==> config.mk <==
export PLATFORM = sky130hd
export DESIGN_NAME = streaming_fir_filter_top
export DESIGN_NICKNAME = d
export VERILOG_FILES = /design/src/hdl/sff_pkg.sv /design/src/hdl/sff_ram.sv /design/src/hdl/streaming_fir_filter_top.sv
export SDC_FILE = /design/constraint.sdc
export NUM_CORES = 2
export LEC_CHECK = 0
export BUFFER_PORTS_ARGS = -buffer_cell sky130_fd_sc_hd__buf_2
export CORE_MARGIN = 5
export CORE_UTILIZATION = 64
export CTS_CLUSTER_DIAMETER = 150
export CTS_CLUSTER_SIZE = 16
export DETAILED_ROUTE_END_ITERATION = 8
export PLACE_DENSITY = 0.8
export SYNTH_ARGS = -nofsm -noshare
export SYNTH_HDL_FRONTEND = slang
export SYNTH_HIERARCHICAL = 1
export SYNTH_SLANG_ARGS = --single-unit
==> constraint.sdc <==
create_clock -name i_clk -period 7.5 [get_ports i_clk]
set_input_delay 1.5 -clock i_clk [delete_from_list [all_inputs] [get_ports i_clk]]
set_output_delay 1.5 -clock i_clk [all_outputs]
set_load 0.05 [all_outputs]
==> src/hdl/sff_pkg.sv <==
// Types, constants and helper functions of the streaming FIR filter.
package sff_pkg;

    // Fixed field widths of the item and configuration ports
    localparam int CIDX_W = 6;
    localparam int TAPS_W = 7;

    // Accumulator width and its limits
    localparam int ACC_W = 64;
    localparam logic signed [ACC_W-1:0] ACC_MAX = {1'b0, {(ACC_W-1){1'b1}}};
    localparam logic signed [ACC_W-1:0] ACC_MIN = {1'b1, {(ACC_W-1){1'b0}}};

    // Item commands
    localparam logic CMD_SAMPLE = 1'b0;
    localparam logic CMD_COEF   = 1'b1;

    // Controller states
    typedef enum logic [2:0] {
        ST_CLEAR,
        ST_IDLE,
        ST_RUN,
        ST_DRAIN,
        ST_ROUND,
        ST_OUT
    } t_state;

    // Add two accumulator values, clamping at the signed limits
    function automatic logic signed [ACC_W-1:0] sat_add(
        input logic signed [ACC_W-1:0] a,
        input logic signed [ACC_W-1:0] b
    );
        logic [ACC_W:0] s;
        s = {a[ACC_W-1], a} + {b[ACC_W-1], b};
        if (s[ACC_W] != s[ACC_W-1]) begin
            sat_add = s[ACC_W] ? ACC_MIN : ACC_MAX;
        end else begin
            sat_add = s[ACC_W-1:0];
        end
    endfunction

endpackage

==> src/hdl/sff_ram.sv <==
// Generic single-write, single-read RAM with registered read data.
module sff_ram #(
    parameter int WIDTH = 16,
    parameter int DEPTH = 64
) (
    input  logic                     i_clk,
    input  logic                     i_we,
    input  logic [$clog2(DEPTH)-1:0] i_waddr,
    input  logic [WIDTH-1:0]         i_wdata,
    input  logic [$clog2(DEPTH)-1:0] i_raddr,
    output logic [WIDTH-1:0]         o_rdata
);

    logic [WIDTH-1:0] r_mem [DEPTH];
    logic [WIDTH-1:0] r_rdata;

    // Write one entry, read one entry each cycle
    always_ff @(posedge i_clk) begin
        if (i_we) begin
            r_mem[i_waddr] <= i_wdata;
        end
        r_rdata <= r_mem[i_raddr];
    end

    assign o_rdata = r_rdata;

endmodule

==> src/hdl/streaming_fir_filter_top.sv <==
// Streaming direct-form FIR filter: one shared multiply-accumulate over RAM-held taps.
// Sample beat: per tap in use, one coefficient and one history RAM read feed the single
// multiplier; the products are summed, then rounded and clamped into the output register.
// Next beat is taken once the result is in the output register; samples do not overlap.
// Coefficient beats are taken while idle. After reset a clearing pass zeroes every entry
// of both RAMs; no beat is taken until it ends. Reset restores taps in use to MAX_TAPS.
module streaming_fir_filter_top
    import sff_pkg::*;
#(
    parameter int MAX_TAPS     = 64,
    parameter int SAMPLE_WIDTH = 16,
    parameter int COEF_WIDTH   = 16
) (
    input  logic                           i_clk,
    input  logic                           i_rst_n,
    // input item channel
    input  logic                           i_in_valid,
    output logic                           o_in_stall,
    input  logic                           i_cmd,
    input  logic [CIDX_W-1:0]              i_coef_index,
    input  logic signed [COEF_WIDTH-1:0]   i_coef_value,
    input  logic signed [SAMPLE_WIDTH-1:0] i_sample_in,
    // result channel
    output logic                           o_out_valid,
    input  logic                           i_out_stall,
    output logic signed [SAMPLE_WIDTH-1:0] o_filtered_sample,
    output logic                           o_saturated,
    // configuration write channel
    input  logic                           i_cfg_valid,
    output logic                           o_cfg_ready,
    input  logic [TAPS_W-1:0]              i_cfg_data
);

    localparam int AW  = $clog2(MAX_TAPS);
    localparam int TCW = (TAPS_W > $clog2(MAX_TAPS + 1)) ? TAPS_W : $clog2(MAX_TAPS + 1);
    localparam int PW  = SAMPLE_WIDTH + COEF_WIDTH;
    localparam logic [AW-1:0] LAST_ADDR = AW'(MAX_TAPS - 1);
    localparam logic signed [ACC_W-1:0] RND   = 64'sd1 <<< (COEF_WIDTH - 2);
    localparam logic signed [ACC_W-1:0] Y_MAX = (64'sd1 <<< (SAMPLE_WIDTH - 1)) - 64'sd1;
    localparam logic signed [ACC_W-1:0] Y_MIN = -Y_MAX - 64'sd1;

    t_state r_state, n_state;

    logic [TCW-1:0]                r_taps;
    logic [AW-1:0]                 r_clr_cnt;
    logic [AW-1:0]                 r_wp;
    logic [AW-1:0]                 r_rd_addr;
    logic [AW-1:0]                 r_tap;
    logic [AW-1:0]                 r_last;
    logic                          r_rd_vld;
    logic                          r_prod_vld;
    logic signed [PW-1:0]          r_prod;
    logic signed [ACC_W-1:0]       r_acc;
    logic                          r_out_valid;
    logic signed [SAMPLE_WIDTH-1:0] r_out_data;
    logic                          r_out_sat;

    logic                          w_clear;
    logic                          w_idle;
    logic                          w_issue;
    logic                          w_load;
    logic                          w_accept;
    logic                          w_coef_we;
    logic                          w_hist_we;
    logic [AW-1:0]                 w_coef_waddr;
    logic [AW-1:0]                 w_hist_waddr;
    logic [COEF_WIDTH-1:0]         w_coef_wdata;
    logic [SAMPLE_WIDTH-1:0]       w_hist_wdata;
    logic [COEF_WIDTH-1:0]         w_coef_rdata;
    logic [SAMPLE_WIDTH-1:0]       w_hist_rdata;
    logic signed [COEF_WIDTH-1:0]  w_coef_s;
    logic signed [SAMPLE_WIDTH-1:0] w_hist_s;
    logic [AW-1:0]                 w_last;
    logic                          w_idx_ok;
    logic signed [ACC_W-1:0]       w_y;

    // Next-state logic
    always_comb begin
        n_state = r_state;
        case (r_state)
            ST_CLEAR: begin
                if (r_clr_cnt == LAST_ADDR) n_state = ST_IDLE;
            end
            ST_IDLE: begin
                if (i_in_valid && (i_cmd == CMD_SAMPLE)) n_state = ST_RUN;
            end
            ST_RUN: begin
                if (r_tap == r_last) n_state = ST_DRAIN;
            end
            ST_DRAIN: begin
                if (!r_rd_vld && !r_prod_vld) n_state = ST_ROUND;
            end
            ST_ROUND: begin
                n_state = ST_OUT;
            end
            ST_OUT: begin
                if (!r_out_valid || !i_out_stall) n_state = ST_IDLE;
            end
            default: begin
                n_state = ST_IDLE;
            end
        endcase
    end

    // State-decoded controls
    always_comb begin
        w_clear = 1'b0;
        w_idle  = 1'b0;
        w_issue = 1'b0;
        w_load  = 1'b0;
        case (r_state)
            ST_CLEAR: w_clear = 1'b1;
            ST_IDLE:  w_idle  = 1'b1;
            ST_RUN:   w_issue = 1'b1;
            ST_OUT:   w_load  = !r_out_valid || !i_out_stall;
            default: begin
                w_idle = 1'b0;
            end
        endcase
    end

    assign o_in_stall = !w_idle;
    assign w_accept   = i_in_valid && w_idle;
    assign o_cfg_ready = 1'b1;

    // Clamp taps in use to 1..MAX_TAPS and keep the last tap index
    always_comb begin
        if (r_taps == '0) begin
            w_last = '0;
        end else if (r_taps > TCW'(MAX_TAPS)) begin
            w_last = LAST_ADDR;
        end else begin
            w_last = AW'(r_taps - TCW'(1));
        end
    end

    // Drop coefficient writes beyond the tap range
    assign w_idx_ok = 32'(i_coef_index) < MAX_TAPS;

    // RAM write ports: clearing pass, coefficient beats, new samples
    assign w_coef_we    = w_clear || (w_accept && (i_cmd == CMD_COEF) && w_idx_ok);
    assign w_coef_waddr = w_clear ? r_clr_cnt : AW'(i_coef_index);
    assign w_coef_wdata = w_clear ? '0 : i_coef_value;
    assign w_hist_we    = w_clear || (w_accept && (i_cmd == CMD_SAMPLE));
    assign w_hist_waddr = w_clear ? r_clr_cnt : r_wp;
    assign w_hist_wdata = w_clear ? '0 : i_sample_in;

    sff_ram #(
        .WIDTH (COEF_WIDTH),
        .DEPTH (MAX_TAPS)
    ) u_coef_ram (
        .i_clk   (i_clk),
        .i_we    (w_coef_we),
        .i_waddr (w_coef_waddr),
        .i_wdata (w_coef_wdata),
        .i_raddr (r_tap),
        .o_rdata (w_coef_rdata)
    );

    sff_ram #(
        .WIDTH (SAMPLE_WIDTH),
        .DEPTH (MAX_TAPS)
    ) u_hist_ram (
        .i_clk   (i_clk),
        .i_we    (w_hist_we),
        .i_waddr (w_hist_waddr),
        .i_wdata (w_hist_wdata),
        .i_raddr (r_rd_addr),
        .o_rdata (w_hist_rdata)
    );

    assign w_coef_s = w_coef_rdata;
    assign w_hist_s = w_hist_rdata;

    // Rescale the accumulator, already rounded half up, to sample format
    assign w_y = r_acc >>> (COEF_WIDTH - 1);

    // State register
    always_ff @(posedge i_clk) begin
        if (!i_rst_n) begin
            r_state <= ST_CLEAR;
        end else begin
            r_state <= n_state;
        end
    end

    // Taps-in-use register
    always_ff @(posedge i_clk) begin
        if (!i_rst_n) begin
            r_taps <= TCW'(MAX_TAPS);
        end else if (i_cfg_valid && o_cfg_ready) begin
            r_taps <= TCW'(i_cfg_data);
        end
    end

    // Sweep both RAMs after reset
    always_ff @(posedge i_clk) begin
        if (!i_rst_n) begin
            r_clr_cnt <= '0;
        end else if (w_clear) begin
            r_clr_cnt <= r_clr_cnt + AW'(1);
        end
    end

    // History write pointer and tap walk: newest sample first, walking back in time
    always_ff @(posedge i_clk) begin
        if (!i_rst_n) begin
            r_wp      <= '0;
            r_rd_addr <= '0;
            r_tap     <= '0;
            r_last    <= '0;
        end else if (w_accept && (i_cmd == CMD_SAMPLE)) begin
            r_wp      <= (r_wp == LAST_ADDR) ? '0 : r_wp + AW'(1);
            r_rd_addr <= r_wp;
            r_tap     <= '0;
            r_last    <= w_last;
        end else if (w_issue) begin
            r_rd_addr <= (r_rd_addr == '0) ? LAST_ADDR : r_rd_addr - AW'(1);
            r_tap     <= r_tap + AW'(1);
        end
    end

    // Pipeline valid flags for read data and product
    always_ff @(posedge i_clk) begin
        if (!i_rst_n) begin
            r_rd_vld   <= 1'b0;
            r_prod_vld <= 1'b0;
        end else begin
            r_rd_vld   <= w_issue;
            r_prod_vld <= r_rd_vld;
        end
    end

    // Multiply one tap
    always_ff @(posedge i_clk) begin
        if (r_rd_vld) begin
            r_prod <= w_hist_s * w_coef_s;
        end
    end

    // Clear on an accepted beat, accumulate products, then add the rounding constant
    always_ff @(posedge i_clk) begin
        if (w_accept) begin
            r_acc <= '0;
        end else if (r_prod_vld) begin
            r_acc <= sat_add(r_acc, ACC_W'(r_prod));
        end else if (r_state == ST_ROUND) begin
            r_acc <= sat_add(r_acc, RND);
        end
    end

    // Output register: load the clamped result, drop it once taken
    always_ff @(posedge i_clk) begin
        if (!i_rst_n) begin
            r_out_valid <= 1'b0;
        end else if (w_load) begin
            r_out_valid <= 1'b1;
        end else if (!i_out_stall) begin
            r_out_valid <= 1'b0;
        end
    end

    always_ff @(posedge i_clk) begin
        if (w_load) begin
            if (w_y > Y_MAX) begin
                r_out_data <= SAMPLE_WIDTH'(Y_MAX);
                r_out_sat  <= 1'b1;
            end else if (w_y < Y_MIN) begin
                r_out_data <= SAMPLE_WIDTH'(Y_MIN);
                r_out_sat  <= 1'b1;
            end else begin
                r_out_data <= SAMPLE_WIDTH'(w_y);
                r_out_sat  <= 1'b0;
            end
        end
    end

    assign o_out_valid       = r_out_valid;
    assign o_filtered_sample = r_out_data;
    assign o_saturated       = r_out_sat;

endmodule

==> flow_metrics.py <==
metrics = {
    "clock_tree": {
        "ctsHoldBuffers": 0,
        "cts.clk_slew.worst_paths_ns": 0.07,
        "cts_max_level": 4,
        "cts_buffer_depth": 3,
        "clkSinkCount": 2236,
        "tritoncts": "done",
        "post-cts-setup-buffer-count": 0,
        "ctsResizeCount": 0,
        "cts_root_buf": "clkbuf_16",
        "numCtsBuffers": 159,
        "insertion_delay_ns": 0.83,
    },
    "setup_path": {
        "cp_slowest_cell": "dfxtp_1",
        "critical_path.top_delay_family": "adder cells",
        "critPathCaptureType": "register",
        "required_ns": 8.05,
        "path_max_fanout": 16,
        "rrSetupSlack_ns": 0.59,
        "worst-path-buf-inv": 5,
        "timing.rr.start": "u_hist_ram/o_rdata[7]",
        "path_common_cell": "fa_1",
        "worstSetupStartpointType": "register",
        "cpPeakStageDelay_ns": 0.70,
        "path_class": "reg2reg",
        "reg2reg_depth": 23,
        "worst_r2r_endpoint": "r_prod[31]",
        "worstPathArrival_ns": 7.45,
        "crit_chain": "nand2_1 -> fa_1 -> inv_1 -> fa_1 -> inv_1 -> fa_1 -> inv_1 -> fa_1 -> fa_1 -> inv_1 -> fa_1 -> inv_1 -> ha_1 -> a21o_1 -> a21o_1 -> a21oi_1 -> o21ai_0 -> o31a_1 -> o41ai_1 -> o211ai_1 -> a31o_2 -> a21oi_1 -> xnor2_1",
    },
    "yosys": {
        "synth_seq_cells": 2236,
        "ys.flop_type": "edfxtp_1",
        "synth_warnings": 6,
        "syn_inst": 6188,
        "postSynth.asyncResetShare_pct": 0,
        "synth-edff-count": 2097,
        "ys_seq_area_share_pct": 64.9,
        "syn_avg_cell_area_um2": 16.4,
        "synth.top_cell.area_share_pct": 62.1,
        "synth_nets": 6657,
        "synth.area.top_cells": "edfxtp_1, mux4_2, fa_1, dfxtp_1, ha_1",
        "synth_common_cells": "edfxtp_1, mux4_2, nand2_1",
        "syn-cell-area_mm2": 0.101,
        "yosys.area.top_type": "edfxtp_1",
        "yosysMostFrequentCell": "edfxtp_1",
        "ys_types": 86,
    },
    "timing": {
        "max_freq_ghz": 0.145,
        "layout_setup_ws_ns": 0.594,
        "fin_crit_sh_pct": 92.1,
        "relSlewSlack_pct": 11.4,
        "rsz0062_at_grt": "false",
        "setup_violations": 0,
        "drv_slew": 0,
        "worstMarginPinSlew_ns": 1.33,
        "min_period_ns": 6.91,
        "hold_viol_final": 0,
        "tns_ns": 0,
        "clock_skew_ns": 0.0483,
    },
    "min_path": {
        "hold_path_end": "r_taps[6]",
        "holdPathStages": 2,
        "min-delay-path-class": "reg2reg",
        "min-delay-start": "r_taps[6]",
    },
    "route": {
        "vias_per_cell": 6.72,
        "drtIter0Drc": 8089,
        "num_vias": 56720,
        "drt-wirelength-per-cell_um": 28.8,
        "detail-route-antenna-nets": 0,
        "drcViolationCount": 0,
        "postRouteWirelength_mm": 243,
        "drtPass1Iterations": 8,
    },
    "die": {
        "die_h_um": 408,
        "dieArea_mm2": 0.166,
        "fp.dieW_um": 408,
        "start_util_pct": 64.2,
        "fp-row-count": 146,
        "core_area_mm2": 0.158,
        "ios": 71,
    },
    "place": {
        "gp_congestion": 0.956,
        "numPortBuffers": 69,
        "pre_cts_slack_ns": 0.582,
        "dp_hpwl_mm": 148,
        "place_inst": 8211,
    },
    "global_route": {
        "grt_usage_pct": 29.2,
        "grt_pass1_wl_mm": 365,
        "grt_pass1_vias": 57118,
        "grt_max_degree": 117,
        "overflow": 0,
        "grt_antenna_before_repair": 8,
    },
    "final_layout": {
        "nets": 6769,
        "area_growth_pct": 7.21,
        "fin_util_pct": 68.8,
        "fin_cells": 8439,
        "fill_cells": 9831,
        "final_layout_size_suffix_gt1_share_pct": 16.3,
    },
    "status": {
        "outcome": "completed",
    },
    "run": {
        "maxCapViolCount": 0,
    },
}
worst min-delay path, cell delays in order, from the launching register on:
cell and delay [ns]:
dfxtp_1 0.35, mux2i_1 0.08, nand2_1 0.06
area by class of cell:
type                            instances  area, um^2  share of cell area, %
Sequential cell                      2236       65800                   60.5
Multi-Input combinational cell       3304       32600                   30.0
Clock buffer                          207        4180                   3.85
Tap cell                             2072        2590                   2.39
Timing Repair Buffer                  262        1880                   1.73
Inverter                              337        1260                   1.16
Clock inverter                         17         368                  0.339
Antenna cell                            4        10.0                0.00921
per-stage QoR:
stage,hold WS [ns],instance area [um^2]
3_5_place_dp,0.491,104000
3_3_place_gp,0.481,104000
2_1_floorplan,0.457,101000
4_1_cts,0.507,109000
5_1_grt,0.544,109000
6_report,0.512,109000
layout by cell type (no fill, tap or decap), types with 31 or more instances in the layout:
cell type / instances
a21o_1: 52
a21oi_1: 247
a221oi_1: 38
a22oi_1: 83
a31oi_1: 40
and2_1: 140
and2_2: 32
buf_2: 69
buf_4: 186
clkbuf_1: 47
clkbuf_16: 160
dfxtp_1: 131
edfxtp_1: 2097
fa_1: 263
ha_1: 155
inv_1: 336
mux2_2: 55
mux2i_1: 178
mux4_2: 440
nand2_1: 425
nand2b_1: 31
nand3_1: 97
nand4_1: 53
nor2_1: 234
nor2b_1: 75
nor3_1: 32
o21ai_0: 136
xnor2_1: 87
xor2_1: 75
worst max-delay path by stage:
stage,end,cells after the start,slack (ns),start
after floorplan,r_prod[31],24,1.19,u_coef_ram/o_rdata[7]
after global placement,r_prod[31],23,0.59,u_hist_ram/o_rdata[7]
after detailed placement,r_prod[31],23,0.58,u_hist_ram/o_rdata[7]
after CTS,r_prod[31],23,0.60,u_hist_ram/o_rdata[7]
after global routing,r_prod[31],21,0.12,u_hist_ram/o_rdata[12]
final,r_prod[31],23,0.59,u_hist_ram/o_rdata[7]
sequential cells by signal (all words and copies together), names as in the netlist, 7 cells and up:
register / flops
o_filtered_sample: 16
r_acc: 64
r_prod: 32
r_taps: 7
u_coef_ram/o_rdata: 16
u_coef_ram/r_mem: 1024
u_hist_ram/o_rdata: 16
u_hist_ram/r_mem: 1024
layer usage:
layer	wire (um)	track usage [%]	vias up
met5	41	0	-
met4	7930	8.85	6
met3	28900	7.58	488
met2	114000	45.4	3575
met1	92200	41.7	28844
li1	-	-	23807
logic make-up (layout without fill, tap and decap cells):
group,after synthesis,after routing,synth area share (%)
other,1,5,0.00370
and+or+nand+nor,1242,1242,5.98
buffers and inverters,648,823,3.12
xor gates and xnor gates,162,162,1.40
AOI/OAI and AO/OA,800,800,5.15
adders and majority gates,418,418,7.11
DFF,2236,2236,64.9
muxes,681,681,12.4
Power is not shown: default switching activity piles up to over one toggle a cycle in this logic, so the estimate is an artifact.
